### config.mk
export PLATFORM = sky130hd
export DESIGN_NAME = bfsp_dist_ram
export DESIGN_NICKNAME = d
export VERILOG_FILES = /design/src/rtl/bfsp_pkg.sv /design/src/rtl/bfsp_dist_ram.sv
export SDC_FILE = /design/constraint.sdc
export NUM_CORES = 2
export LEC_CHECK = 0
export CORE_MARGIN = 2
export CORE_UTILIZATION = 35
export CTS_CLUSTER_DIAMETER = 200
export DETAILED_ROUTE_END_ITERATION = 6
export DONT_BUFFER_PORTS = 1
export GPL_TIMING_DRIVEN = 0
export PLACE_DENSITY = 0.52
export RECOVER_POWER = 100
export SLEW_MARGIN = 20
export SYNTH_ARGS = -nofsm -noshare
export SYNTH_HDL_FRONTEND = slang
export SYNTH_SLANG_ARGS = --single-unit
### constraint.sdc
create_clock -name clk_i -period 3.9 [get_ports clk_i]
set_clock_uncertainty 0.15 [all_clocks]
set_input_delay 0.78 -clock clk_i [delete_from_list [all_inputs] [get_ports clk_i]]
set_output_delay 0.78 -clock clk_i [all_outputs]
set_load 0.01 [all_outputs]
### src/rtl/bfsp_pkg.sv
// ----------------------------------------------------------------------------
// bfsp_pkg
// Shared types and constants of the shortest-path core: field widths, the
// request codes, the unreachable cost and the sequencer states.
// ----------------------------------------------------------------------------
package bfsp_pkg;

  // Fixed field widths
  localparam int unsigned VTX_W    = 6;
  localparam int unsigned WEIGHT_W = 16;
  localparam int unsigned COST_W   = 32;
  localparam int unsigned VCNT_W   = 7;

  // Request codes
  localparam logic REQ_EDGE = 1'b0;
  localparam logic REQ_RUN  = 1'b1;

  // Cost reported for a vertex that is never reached
  localparam logic signed [COST_W-1:0] COST_INF = 32'sd99999;

  // Sequencer states
  typedef enum logic [3:0] {
    S_CLEAR,
    S_IDLE,
    S_INIT,
    S_ROW_RD,
    S_ROW_LD,
    S_PAIR_RD,
    S_PAIR_EV,
    S_OUT_RD,
    S_OUT_LD,
    S_OUT_WAIT
  } state_e;

endpackage

### src/rtl/bfsp_dist_ram.sv
// ----------------------------------------------------------------------------
// bfsp_dist_ram
// Distance memory: one write port and one registered read port.
// ----------------------------------------------------------------------------
module bfsp_dist_ram import bfsp_pkg::*; #(
  parameter int unsigned DEPTH = 64,
  parameter int unsigned AW    = 6
) (
  input  logic                     clk_i,
  input  logic                     wr_en_i,
  input  logic [AW-1:0]            wr_addr_i,
  input  logic signed [COST_W-1:0] wr_data_i,
  input  logic                     rd_en_i,
  input  logic [AW-1:0]            rd_addr_i,
  output logic signed [COST_W-1:0] rd_data_o
);

  logic signed [COST_W-1:0] mem [DEPTH];

  always_ff @(posedge clk_i) begin
    if (wr_en_i) begin
      mem[wr_addr_i] <= wr_data_i;
    end
  end

  always_ff @(posedge clk_i) begin
    if (rd_en_i) begin
      rd_data_o <= mem[rd_addr_i];
    end
  end

endmodule

==> out/results.tsv <==
stage	metric	value	unit
outcome	status	finished, violations left	
outcome	violations	capacitance limit, slew limit, setup timing	
place	hpwl	173000	µm
critical_path	rr_startpoint	mem[10][6]	
timing	post-route-period-util	102	%
timing	setup_tns	-1540	ps
yosys	synth.top_cell.area_share	79.2	%
critical_path	cp_num_buf_inv	3	
clocking	path_clk_slew	70	ps
final_layout	nFillCells	19700	
yosys	synth_seq_cells	2080	
drt	dr.pass1.iters	6	
worst_hold_path	worst_hold_path_type	in -> reg	
clocking	htree_levels	4	
drt	drt-vias-per-instance	5.70	
power_and_ir_drop	leakagePower	27.8	nW
yosys	syn_area	78800	µm²
global_routing	grt_antenna_before_repair	19	
timing	clock.fmax	0.251	GHz
yosys	synth_nets	3371	
critical_path	end_kind	flop	
place	dp_slack	-1660	ps
worst_hold_path	min_path_cells	3	
timing	hold_viol	0	
place	numPortBuffers	0	
critical_path	critPathSlowestCell	clkdlybuf4s15_1	
timing	slew_violations	2806	
power_and_ir_drop	powerDensity	516	nW/µm²
critical_path	rrSetupSlack	880	ps
floorplan	io_pins	79	
yosys	avgSynthCellArea	23.7	µm²
floorplan	die_w	479	µm
critical_path	arrival	4370	ps
flow_run	maxCapViolCount	95	
global_routing	grt_pass1_wl	344000	µm
critical_path	cpMostUsedCell	mux4_2	
floorplan	dieArea	229000	µm²
critical_path	crit_path_end	rd_data_o[27]	
clocking	clkLatencyLatePin	850	ps
floorplan	chipHeight	479	µm
yosys	synth_top_cells_by_area	edfxtp_1, mux4_2, mux2i_1, o22ai_1, nor2_1	
timing	period_minus_slack	3990	ps
final_layout	fin_nets	3747	
final_layout	synthToLayoutAreaGrowth	14.5	%
place	gp_congestion	0.819	
yosys	ys_seq_area_share	79.2	%
drt	num_vias	39200	
clocking	cts_sinks	2080	
critical_path	cpPeakStageDelay	810	ps
global_routing	use_met1	30.5	%
place	placed_area	86300	µm²
global_routing	grt_use_met3	4.12	%
yosys	yosysWarnings	0	
floorplan	coreArea	224000	µm²
drt	route.detailed.drc	0	
critical_path	reg2reg_depth	4	
critical_path	crit_family	buffers and inverters	
drt	wire_per_inst	37.6	µm
final_layout	final_common_cell	edfxtp_1	
timing	setup_viol	50	
yosys	synth_top_area_cell	edfxtp_1	
drt	antenna_left	0	
global_routing	grt_use_met2	36.0	%
timing	slew_headroom	-149	%
clocking	cts-root-buf	clkbuf_16	
final_layout	final_cells	6881	
clocking	ctsLongestPathBuffers	3	
critical_path	rr_endpoint	rd_data_o[6]	
global_routing	grt-busiest-layer	met2	
timing	hold_ws	476	ps
timing	finalWorstSetupSlack	-85.2	ps
clocking	cts_tree	yes	
critical_path	start_kind	primary input	
global_routing	grt_use_total	22.3	%
critical_path	worstPathMaxFanout	10	
global_routing	grt_pass1_vias	38200	
timing	rsz0062_at_grt	no	
timing	worstMarginPinSlew	3740	ps
yosys	ys_types	33	
critical_path	cp_data_required_time	4290	ps
final_layout	stdcell_area	90300	µm²
drt	wl	259000	µm
floorplan	start_util	35.1	%
place	dp_cells	6453	
clocking	cts_buffers	206	
drt	drt_iter0_markers	5911	
critical_path	worstPathCellList	buf_2 -> buf_4 -> clkdlybuf4s15_1 -> mux4_2 -> mux4_2 -> o22ai_1 -> nor2_1	
global_routing	overflow	0	
power_and_ir_drop	ir_drop	385	µV
global_routing	grt_max_degree	65	
critical_path	cp.depth	7	
critical_path	path_class	in -> reg	
final_layout	final_cell_mix	edfxtp_1, mux4_2, clkbuf_16, clkbuf_1, nor2_1	
floorplan	num_rows	174	
final_layout	drive_above_1_share	26.0	%
yosys	netlist_instances	3324	
critical_path	crit_start	rd_addr_i[1]	
==> cell families after synthesis <==
kind of cell	share of synthesized area (%)
muxes	16.7
buffers and inverters	1.12
DFF	79.2
and+or+nand+nor	1.26
AOI/OAI and AO/OA	1.67
==> sequential cells by signal, indices dropped and copies added, names as in the netlist <==
signal     count
rd_data_o     32
mem         2048
==> synthesized netlist by cell type <==
cell	n
nor2_1	137
or2_0	1
nand2_1	26
buf_6	5
or2_1	1
nor2b_1	15
clkbuf_1	74
a31oi_1	1
nand4_1	2
o22ai_1	84
and3_1	4
edfxtp_1	2080
or2_2	1
or3b_2	3
o221ai_1	27
or3_1	3
nor3_1	7
a41o_1	4
nand4b_1	1
nand2b_1	8
a22oi_1	12
nand3_1	5
a311oi_1	8
buf_2	57
and2_1	2
nand3b_1	5
buf_1	21
mux4_2	544
buf_4	25
a21oi_1	62
or3b_1	2
mux2i_1	93
o32ai_1	4
==> power by group <==
group / internal [mW] / total (mW) / leakage (nW) / switching, mW
Clock: 10.6 / 19.1 / 3.12 / 8.56
Combinational: 0.789 / 2.53 / 5.90 / 1.74
Sequential: 24.9 / 24.9 / 18.7 / 0.0720
==> worst min path at each step <==
stage                             start       endpoint  slack, ps
after global placement     wr_data_i[0]     mem[52][0]        730
final                      wr_addr_i[0]     mem[12][0]        480
after detailed placement  wr_data_i[31]    mem[16][31]        730
after CTS                  wr_data_i[1]     mem[42][1]        120
after global routing       wr_addr_i[0]      mem[5][7]        490
after floorplan             mem[12][17]  rd_data_o[17]        600
==> worst reg2reg max path, cell delays in order, from the launching register on <==
cell and delay, ps:
edfxtp_1 370, mux4_2 490, mux4_2 500, o22ai_1 840, nor2_1 340
==> layer usage <==
layer	routed length [µm]	vias to the layer above
met1	102000	21700
met3	22200	439
met4	11000	4
met5	26	-
li1	-	15100
met2	123000	2040
==> stage by stage <==
stage / utilization, % / power, mW
2_1_floorplan: - / 26.5
3_3_place_gp: 36.8 / 27.5
3_5_place_dp: 38.4 / 27.5
4_1_cts: 41.7 / 46.9
5_1_grt: 40.2 / 47.8
6_report: 40.2 / 46.6
==> area by class of cell <==
cell class | count | area [µm²] | share of cell area [%]
antenna | 9 | 22.5 | 0.0249
buffer | 178 | 965 | 1.07
clock buffer | 255 | 5420 | 6.01
clock inverter | 133 | 980 | 1.09
multi-input combinational | 1062 | 15500 | 17.2
sequential | 2080 | 62500 | 69.2
tap | 2992 | 3740 | 4.15
timing repair buffer | 172 | 1150 | 1.28
==> what timing repair did <==
| action | in CTS | in global routing |
|---|---|---|
| pin swaps | 0 | 0 |
| setup endpoints to repair | 24 | 5 |
| buffers inserted | 0 | 2 |
| hold buffers | 33 | 0 |
| gates resized for setup | 38 | 9 |
| hold endpoints to repair | 2080 | 0 |
Power figures use the tool's default switching activity.
