`src/rtl/bfsp_pkg.sv`:
```
// ----------------------------------------------------------------------------
// bfsp_pkg
// Shared types and constants of the shortest-path core: field widths, the
// request codes, the unreachable cost and the sequencer states.
// ----------------------------------------------------------------------------
package bfsp_pkg;

  // Fixed field widths
  localparam int unsigned VTX_W    = 6;
  localparam int unsigned WEIGHT_W = 16;
  localparam int unsigned COST_W   = 32;
  localparam int unsigned VCNT_W   = 7;

  // Request codes
  localparam logic REQ_EDGE = 1'b0;
  localparam logic REQ_RUN  = 1'b1;

  // Cost reported for a vertex that is never reached
  localparam logic signed [COST_W-1:0] COST_INF = 32'sd99999;

  // Sequencer states
  typedef enum logic [3:0] {
    S_CLEAR,
    S_IDLE,
    S_INIT,
    S_ROW_RD,
    S_ROW_LD,
    S_PAIR_RD,
    S_PAIR_EV,
    S_OUT_RD,
    S_OUT_LD,
    S_OUT_WAIT
  } state_e;

endpackage

```
`src/rtl/bfsp_relax.sv`:
```
// ----------------------------------------------------------------------------
// bfsp_relax
// Shared relaxation unit: one add of source distance and edge weight, one
// signed compare against the destination distance.
// ----------------------------------------------------------------------------
module bfsp_relax import bfsp_pkg::*; (
  input  logic signed [COST_W-1:0]   src_dist_i,
  input  logic signed [WEIGHT_W-1:0] weight_i,
  input  logic signed [COST_W-1:0]   dst_dist_i,
  input  logic                       dst_reached_i,
  output logic signed [COST_W-1:0]   cand_o,
  output logic                       improve_o
);

  assign cand_o = src_dist_i + COST_W'(weight_i);

  // No edge never relaxes; an unreached destination takes any candidate
  assign improve_o = (weight_i != '0) && (!dst_reached_i || (cand_o < dst_dist_i));

endmodule

```
`config.mk`:
```
export PLATFORM = sky130hd
export DESIGN_NAME = bfsp_relax
export DESIGN_NICKNAME = d
export VERILOG_FILES = /design/src/rtl/bfsp_pkg.sv /design/src/rtl/bfsp_relax.sv
export SDC_FILE = /design/constraint.sdc
export NUM_CORES = 1
export LEC_CHECK = 0
export ABC_CLOCK_PERIOD_IN_PS = 5970
export BUFFER_PORTS_ARGS = -buffer_cell sky130_fd_sc_hd__buf_2
export CORE_UTILIZATION = 48
export DETAILED_ROUTE_END_ITERATION = 10
export PLACE_DENSITY = 0.82
export SETUP_SLACK_MARGIN = 0.2
export SYNTH_ARGS = -nofsm -noshare
export SYNTH_HDL_FRONTEND = slang
export SYNTH_SLANG_ARGS = --single-unit
```
`constraint.sdc`:
```
create_clock -name vclk -period 5.97
set_input_delay 0.8955 -clock vclk [all_inputs]
set_output_delay 0.8955 -clock vclk [all_outputs]
set_load 0.02 [all_outputs]
```
==> flow_metrics.env, run 1 <==
export IMPL_via_per_inst=5.59
export IMPL_fp_row_count=25
export IMPL_dp_cells=520
export IMPL_path_class="input port to primary output"
export IMPL_place_area_um2=3120
export IMPL_clkbuf_count=0
export IMPL_synth_cell_type_count=52
export IMPL_io_pins=114
export IMPL_grt_first_pass_wirelength_um=11000
export IMPL_setup_viol=0
export IMPL_p_switching_w=0.000282
export IMPL_p_seq_frac=0
export IMPL_numPortBuffers=114
export IMPL_multi_input_area_um2=2350
export IMPL_power_leakage_nw=1.79
export IMPL_seq_cell_count=0
export IMPL_final_area_um2=3210
export IMPL_grt_pass1_vias=2639
export IMPL_die_area_um2=5470
export IMPL_hold_viol_final=0
export IMPL_place_gp_congestion=0.886
export IMPL_clock_power_share=0
export IMPL_diodes=0
export IMPL_drt_iter0_drc=156
export IMPL_hold_ws_ps=2170
export IMPL_hpwl_um=6060
export IMPL_yosysSeqAreaShare=0
export IMPL_grt_usage=0.248
export IMPL_hold_end="cand_o[0]"
export IMPL_period_share=0.950
export IMPL_wirelength_um=7030
export IMPL_grt_max_degree=11
export IMPL_synth_area_per_cell_um2=7.27
export IMPL_p_int_w=0.000207
export IMPL_firstDrtPassIters=4
export IMPL_via_count=2946
export IMPL_syn_nets=486
export IMPL_drv_cap=0
export IMPL_hold_buffers=0
export IMPL_core_area_um2=4850
export IMPL_fin_crit_ps=5670
export IMPL_fillerInstances=433
export IMPL_drt_antenna_violating_nets=0
export IMPL_synth_cells=342
export IMPL_slew_headroom=0.702
export IMPL_required_ps=5070
export IMPL_switching_share=0.577
export IMPL_drcViolationCount=0
export IMPL_ys_warn_count=0
export IMPL_holdCritPathClass="input port to primary output"
export IMPL_syn_area_um2=2490
export IMPL_regArea_um2=0
export IMPL_timing_fmax_mhz=176
export IMPL_die_w_um=74.0
export IMPL_antenna_found_initial=0
export IMPL_rsz0062_at_grt="no"
export IMPL_min_from="src_dist_i[0]"
export IMPL_hold_depth=3
export IMPL_fin_tns_setup_ps=0
export IMPL_report_final_slew_viol_count=0
export IMPL_wire_per_inst_um=13.3
export IMPL_drive_gt1_frac=0.313
export IMPL_worstMarginPinSlew_ps=440
export IMPL_die_h_um=74.0
export IMPL_status="finished, final reports clean"
export IMPL_cp_end_kind="primary output"
export IMPL_power_density_nw_per_um2=152
export IMPL_start_util=0.513
export IMPL_fin_cells=527
export IMPL_gr_total_overflow=0
export IMPL_nets=606
export IMPL_crit_arrival_ps=4770
export IMPL_pwr_share_comb=1.000
export IMPL_worstSetupStartpointType="input port"
export IMPL_ir_drop_uv=88.0
export IMPL_areaGrowthSynthToFinish_pct=29.0
export IMPL_crit_fanout=3
Yosys cell counts (all sizes together) (2+ instances only):
cell     n  area, um2
ha      62        776
nor3     5       25.0
nand3    7       35.0
a311oi   2       23.8
a21o    22        165
or2      2       12.5
xnor2   18        158
nor4     7       43.8
o21bai   3       22.5
o21ai   22        110
nand4   10       62.6
a221oi   2       17.5
nand2   22       82.6
inv     37        139
and2b    3       25.0
xor2    11       96.3
a211oi   8       60.1
nand2b   3       18.8
and4     2       17.5
nor2b    5       31.3
and3     4       26.3
o31a     3       35.0
clkbuf   2       18.8
o21a     6       46.3
a21oi   35        175
buf      2       18.8
nor2    16       60.1
o211ai   4       40.0
a31oi    3       18.8
placed cells by master, fill, tap and decap left out, types with 11 or more instances in the layout:
cell	netlist	final
a21o_1	22	22
o21ai_0	21	20
a21oi_1	35	34
buf_2	0	113
ha_1	62	60
nand2_1	22	22
inv_1	37	37
xor2_1	11	11
xnor2_1	18	18
nor2_1	16	15
how the worst max path moves through the flow:
stage / from / to / cells after the start
2_1_floorplan: src_dist_i[0] / improve_o / 16
3_3_place_gp: src_dist_i[0] / improve_o / 18
3_5_place_dp: src_dist_i[0] / improve_o / 18
4_1_cts: src_dist_i[0] / improve_o / 18
5_1_grt: weight_i[15] / improve_o / 18
6_report: weight_i[0] / improve_o / 21
repair_timing:
item / in CTS / in global routing
buffers inserted: 2 / 5
resized for setup: 2 / 10
pin swaps: 3 / 15
setup endpoints to repair: 1 / 1
logic make-up after synthesis:
kind of cell | Yosys count | share of synthesized area
fa+ha+maj | 63 | 0.320
xor+xnor | 29 | 0.102
simple gates | 91 | 0.191
buf+inv | 41 | 0.0710
compound gates | 118 | 0.316
per-layer routing:
layer | GRT usage | vias up | routed length, um
met2 | 0.459 | 109 | 3450
met4 | 0.0534 | 0 | 131
li1 | - | 1514 | -
met1 | 0.307 | 1307 | 3040
met5 | 0 | - | 0
met3 | 0.0257 | 16 | 414
worst max-delay path, stage by stage:
cell      delay [ps]
buf_2            120
ha_4             160
fa_2             410
a211oi_2         220
nor2_2            90
a221o_2          370
a311oi_2         300
buf_4            150
nor2b_1           40
nor2_1           170
o21ai_1           90
xnor2_1          250
ha_2             200
a21o_1           100
a21o_1           100
a21oi_1           60
or4_4            500
o211ai_1         140
nor3b_2           90
a211oi_2         150
buf_4            170
metrics by stage:
step / utilization / worst slack, ps / total power (W)
final: 0.662 / 301 / 0.000488
after global routing: 0.662 / 168 / 0.000538
after CTS: 0.647 / 200 / 0.000474
after detailed placement: 0.643 / 47.8 / 0.000467
after global placement: 0.643 / 215 / 0.000455
after floorplan: - / 283 / 0.000333
power groups by stage:
stage          Clock [W]  Combinational, W  Sequential, W
5_1_grt                0          0.000538              0
3_3_place_gp           0          0.000455              0
6_report               0          0.000488              0
3_5_place_dp           0          0.000467              0
4_1_cts                0          0.000474              0
2_1_floorplan          0          0.000333              0
layout make-up:
cell class,instances,share of cell area
Inverter,37,0.0433
Tap cell,67,0.0261
Multi-Input combinational cell,301,0.733
Timing Repair Buffer,122,0.197
No activity file was read; power rests on OpenSTA's default activity.
==> inputs of run 2 (changes only) <==
- RECOVER_POWER: unset -> 50
==> run 2 against run 1 <==
Net effect:
- cell count is the same
- critical path type unchanged
- hold slack better by 68 ps
- global-route usage unchanged
- largest cell class unchanged
- largest power group unchanged
- non-clock buffer count unchanged
- highest routed layer unchanged
==> flow_metrics.env, run 2 (synthesis gave the netlist of run 1 again) <==
export IMPL_hold_depth=3
export IMPL_diodes=0
export IMPL_die_w_um=74.0
export IMPL_fin_cells=527
export IMPL_crit_fanout=3
export IMPL_core_area_um2=4850
export IMPL_fin_crit_ps=5670
export IMPL_drt_iter0_drc=134
export IMPL_drv_cap=0
export IMPL_fp_row_count=25
export IMPL_hpwl_um=6060
export IMPL_crit_family="compound AO/OA/AOI/OAI gates"
export IMPL_start_util=0.513
export IMPL_crit_arrival_ps=4770
export IMPL_clkbuf_count=0
export IMPL_final_common_cell="buf_2"
export IMPL_grt_max_degree=11
export IMPL_die_h_um=74.0
export IMPL_nets=606
export IMPL_path_class="input port to primary output"
export IMPL_areaGrowthSynthToFinish_pct=28.1
export IMPL_hold_end="cand_o[0]"
export IMPL_antenna_found_initial=0
export IMPL_mostFrequentLayoutCells="buf_2 (98), ha_1 (60), inv_1 (37)"
export IMPL_period_share=0.950
export IMPL_hold_ws_ps=2230
export IMPL_via_count=2960
export IMPL_hold_viol_final=0
export IMPL_place_ws_ps=47.8
export IMPL_slew_headroom=0.702
export IMPL_drive_gt1_frac=0.278
export IMPL_dp_cells=520
export IMPL_crit_path_top_delay_cell="or4_4"
export IMPL_timing_fmax_mhz=176
export IMPL_worstMarginPinSlew_ps=440
export IMPL_setup_viol=0
export IMPL_grt_usage=0.248
export IMPL_seq_cell_count=0
export IMPL_timing_critical_path_buf_inv=3
export IMPL_min_from="src_dist_i[0]"
export IMPL_numPortBuffers=114
export IMPL_wirelength_um=7040
export IMPL_drt_antenna_violating_nets=0
export IMPL_io_pins=114
export IMPL_place_gp_congestion=0.886
export IMPL_gr_total_overflow=0
export IMPL_die_area_um2=5470
export IMPL_cp_end_kind="primary output"
export IMPL_required_ps=5070
export IMPL_fin_tns_setup_ps=0
export IMPL_grt_pass1_vias=2639
export IMPL_power_density_nw_per_um2=152
export IMPL_report_final_slew_viol_count=0
export IMPL_drcViolationCount=0
export IMPL_ir_drop_uv=85.7
export IMPL_via_per_inst=5.62
export IMPL_rsz0062_at_grt="no"
export IMPL_grt_first_pass_wirelength_um=11000
export IMPL_worstSetupStartpointType="input port"
export IMPL_status="finished, final reports clean"
export IMPL_wire_per_inst_um=13.4
export IMPL_firstDrtPassIters=4
export IMPL_max_stage_delay_ps=500
export IMPL_crit_chain="buf_2 -> ha_4 -> fa_2 -> a211oi_2 -> nor2_2 -> a221o_2 -> a311oi_2 -> buf_4 -> nor2b_1 -> nor2_1 -> o21ai_1 -> xnor2_1 -> ha_2 -> a21o_1 -> a21o_1 -> a21oi_1 -> or4_4 -> o211ai_1 -> nor3b_2 -> a211oi_2 -> buf_4"
export IMPL_hold_buffers=0
export IMPL_power_leakage_nw=1.75
export IMPL_regArea_um2=0
export IMPL_holdCritPathClass="input port to primary output"
export IMPL_setup_slack_ps=301
==> run 2: worst max path at each step <==
stage	slack, ps	endpoint	start	cells past startpoint
6_report	300	improve_o	weight_i[0]	21
2_1_floorplan	280	improve_o	src_dist_i[0]	16
3_5_place_dp	50	improve_o	src_dist_i[0]	18
5_1_grt	140	improve_o	weight_i[14]	18
3_3_place_gp	210	improve_o	src_dist_i[0]	18
4_1_cts	200	improve_o	src_dist_i[0]	18
==> run 2: power by group <==
| group | total, W | switching [W] | internal [W] |
|---|---|---|---|
| clock | 0 | 0 | 0 |
| sequential | 0 | 0 | 0 |
| combinational | 0.000483 | 0.000283 | 0.000201 |
| total | 0.000483 | 0.000283 | 0.000201 |
==> run 2: layout make-up <==
| cell class | instances | area (um2) |
|---|---|---|
| multi-input cells | 301 | 2350 |
| fillers | 444 | 1660 |
| repair buffers | 122 | 614 |
| inverters | 37 | 139 |
| well taps | 67 | 83.8 |
==> run 2: per-layer routing <==
layer  vias to the layer above  track usage  part of all wire
met5                         -            0                 0
met3                        16       0.0257             0.058
li1                       1514            -                 -
met1                      1317        0.307              0.43
met2                       113        0.459              0.49
met4                         0       0.0534             0.019
==> run 2: timing repair <==
item	4_1_cts	5_1_grt
gates resized for setup	2	10
pin swaps	3	15
buffers inserted	2	5
setup endpoints to repair	1	1
==> run 2: metrics by stage <==
step | area (um2) | utilization | total power, W
floorplan | 2490 | - | 0.000333
global placement | 3120 | 0.643 | 0.000455
detailed placement | 3120 | 0.643 | 0.000467
CTS | 3140 | 0.647 | 0.000474
global route | 3190 | 0.657 | 0.000533
finish | 3190 | 0.657 | 0.000483
==> inputs of run 3 (changes only) <==
- ABC_AREA: unset -> 1
- GPL_TIMING_DRIVEN: unset -> 0
- PLACE_DENSITY: 0.82 -> 0.81
==> run 3 against run 2 <==
Net effect:
- sequential share of layout area is the same
- count of clock-buffer cells in the layout is the same
- cell count grew 15%
- global-route usage grew 1.3 points
- flip-flop and latch count is the same
- setup slack gained 560 ps
- critical path depth grew 1
- combinational power shrank 4.1%
- maximum frequency grew 11%
- critical path type unchanged
==> flow_metrics.env, run 3 <==
export IMPL_numPortBuffers=114
export IMPL_synth_area_per_cell_um2=6.10
export IMPL_required_ps=5070
export IMPL_path_class="input port to primary output"
export IMPL_crit_fanout=5
export IMPL_rsz0062_at_grt="no"
export IMPL_syn_nets=566
export IMPL_drv_cap=0
export IMPL_report_final_slew_viol_count=0
export IMPL_drcViolationCount=0
export IMPL_fp_row_count=26
export IMPL_globalRouteMet1Util=0.382
export IMPL_crit_arrival_ps=4220
export IMPL_drt_antenna_violating_nets=0
export IMPL_ir_drop_uv=65.3
export IMPL_min_from="dst_reached_i"
export IMPL_post_cts_resized=0
export IMPL_clkbuf_count=0
export IMPL_die_h_um=75.2
export IMPL_max_stage_delay_ps=540
export IMPL_synth_top_cell_area_share=0.302
export IMPL_via_per_inst=5.25
export IMPL_gr_total_overflow=0
export IMPL_wire_per_inst_um=12.3
export IMPL_use_met2=0.443
export IMPL_grt_first_pass_wirelength_um=11700
export IMPL_synthTopCellsByCount="nand2_1 (86), a21oi_1 (64), inv_1 (64)"
export IMPL_power_leakage_nw=1.82
export IMPL_status="finished, final reports clean"
export IMPL_seq_cell_count=0
export IMPL_setup_slack_ps=857
export IMPL_grt_usage=0.261
export IMPL_fin_tns_setup_ps=0
export IMPL_regArea_um2=0
export IMPL_synth_cell_type_count=29
export IMPL_crit_family="simple AND/OR/NAND/NOR gates"
export IMPL_start_util=0.500
export IMPL_place_ws_ps=1040
export IMPL_nets=682
export IMPL_timing_fmax_mhz=196
export IMPL_slew_headroom=0.583
export IMPL_multi_input_area_um2=2300
export IMPL_hold_buffers=0
export IMPL_power_density_nw_per_um2=145
export IMPL_holdCritPathClass="input port to primary output"
export IMPL_fillerInstances=530
export IMPL_hold_depth=5
export IMPL_via_count=3181
export IMPL_setup_viol=0
export IMPL_critical_path_most_common_cell="nand2_1"
export IMPL_crit_chain="buf_2 -> ha_1 -> fa_1 -> nand3_1 -> nand2_1 -> a21boi_0 -> o21ai_2 -> nand3_1 -> nand2_1 -> xor2_1 -> ha_1 -> nand4_1 -> inv_1 -> nand4_1 -> nor3_1 -> nand2_1 -> nand2_1 -> nand2_1 -> nand3_1 -> nand2_1 -> inv_1 -> buf_2"
export IMPL_mostFrequentLayoutCells="buf_2 (101), nand2_1 (86), a21oi_1 (65)"
export IMPL_diodes=0
export IMPL_ys_warn_count=0
export IMPL_die_w_um=75.2
export IMPL_fin_crit_ps=5110
export IMPL_die_area_um2=5660
export IMPL_antenna_found_initial=0
export IMPL_grt_use_met3=0.00402
export IMPL_cp_end_kind="primary output"
export IMPL_period_share=0.856
export IMPL_gr_max_usage_layer="met2"
export IMPL_hpwl_um=6710
export IMPL_timing_critical_path_buf_inv=4
export IMPL_final_common_cell="buf_2"
export IMPL_firstDrtPassIters=5
export IMPL_yosys_cell_count_top_type="nand2_1"
export IMPL_syn_area_um2=2570
export IMPL_drive_gt1_frac=0.216
export IMPL_drt_iter0_drc=159
export IMPL_crit_path_top_delay_cell="a21boi_0"
export IMPL_wirelength_um=7430
export IMPL_yosysTopAreaCell="ha_1"
export IMPL_synth_cells=422
export IMPL_hold_end="improve_o"
export IMPL_hold_viol_final=0
export IMPL_synth_area_leaders="ha_1 (30%), nand2_1 (13%), a21oi_1 (12%)"
export IMPL_worstSetupStartpointType="input port"
export IMPL_grt_pass1_vias=2728
export IMPL_grt_max_degree=19
export IMPL_yosysSeqAreaShare=0
export IMPL_worstMarginPinSlew_ps=619
export IMPL_place_gp_congestion=0.948
export IMPL_core_area_um2=5140
export IMPL_postCtsSetupBuffers=0
export IMPL_areaGrowthSynthToFinish_pct=24.2
export IMPL_io_pins=114
[run 3: changes by cell type in the layout (fill, tap and decap cells not counted), sizes merged, moves of 7 or more]
cell,before,now
xor2,11,18
a211oi,8,0
inv,37,67
nand2,22,90
o21ai,22,31
a21o,22,2
a21oi,35,65
nand3,7,17
xnor2,18,9
nor2,16,31
[run 3: cell families after synthesis]
logic type               after synthesis  synth area share
buffers and inverters                 67            0.0978
adder cells (fa/ha/maj)               63             0.309
AND/OR/NAND/NOR                      158             0.269
AO/OA/AOI/OAI                        107             0.232
XOR/XNOR                              27            0.0919
[run 3: worst max-delay path by stage]
stage,from,to,slack (ps),cells past startpoint
finish,src_dist_i[0],improve_o,860,22
CTS,weight_i[15],improve_o,1030,22
global route,src_dist_i[0],improve_o,570,22
detailed placement,weight_i[15],improve_o,1040,22
floorplan,src_dist_i[0],improve_o,1480,19
global placement,weight_i[15],improve_o,1090,22
[run 3: stage by stage]
step	total power [W]	area (um2)	util	hold slack, ps	instances
global placement	0.000457	3230	0.629	2170	606
floorplan	0.000325	2570	-	1980	422
global route	0.000521	3200	0.622	2210	606
finish	0.000463	3200	0.622	2160	606
CTS	0.000468	3230	0.629	2170	606
detailed placement	0.000466	3230	0.629	2170	606
[run 3: per-layer routing]
layer	part of all wire	wire length (um)
met1	0.49	3640
met2	0.45	3330
met3	0.053	392
met4	0.0079	59
met5	0	0
[run 3: tightest hold or removal path, delay by kind of cell]
family | cells | cell delay [ps]
buffers and inverters | 3 | 250
and+or+nand+nor | 2 | 120
[run 3: cell type report]
cell class / count / share of cell area
repair buffers: 114 / 0.173
multi-input cells: 355 / 0.720
inverters: 67 / 0.0787
well taps: 70 / 0.0274
[run 3: where the power goes]
| part | leakage (nW) | switching (W) | internal [W] |
|---|---|---|---|
| clock network | 0 | 0 | 0 |
| logic | 1.82 | 0.000295 | 0.000168 |
| registers | 0 | 0 | 0 |
| total | 1.82 | 0.000295 | 0.000168 |
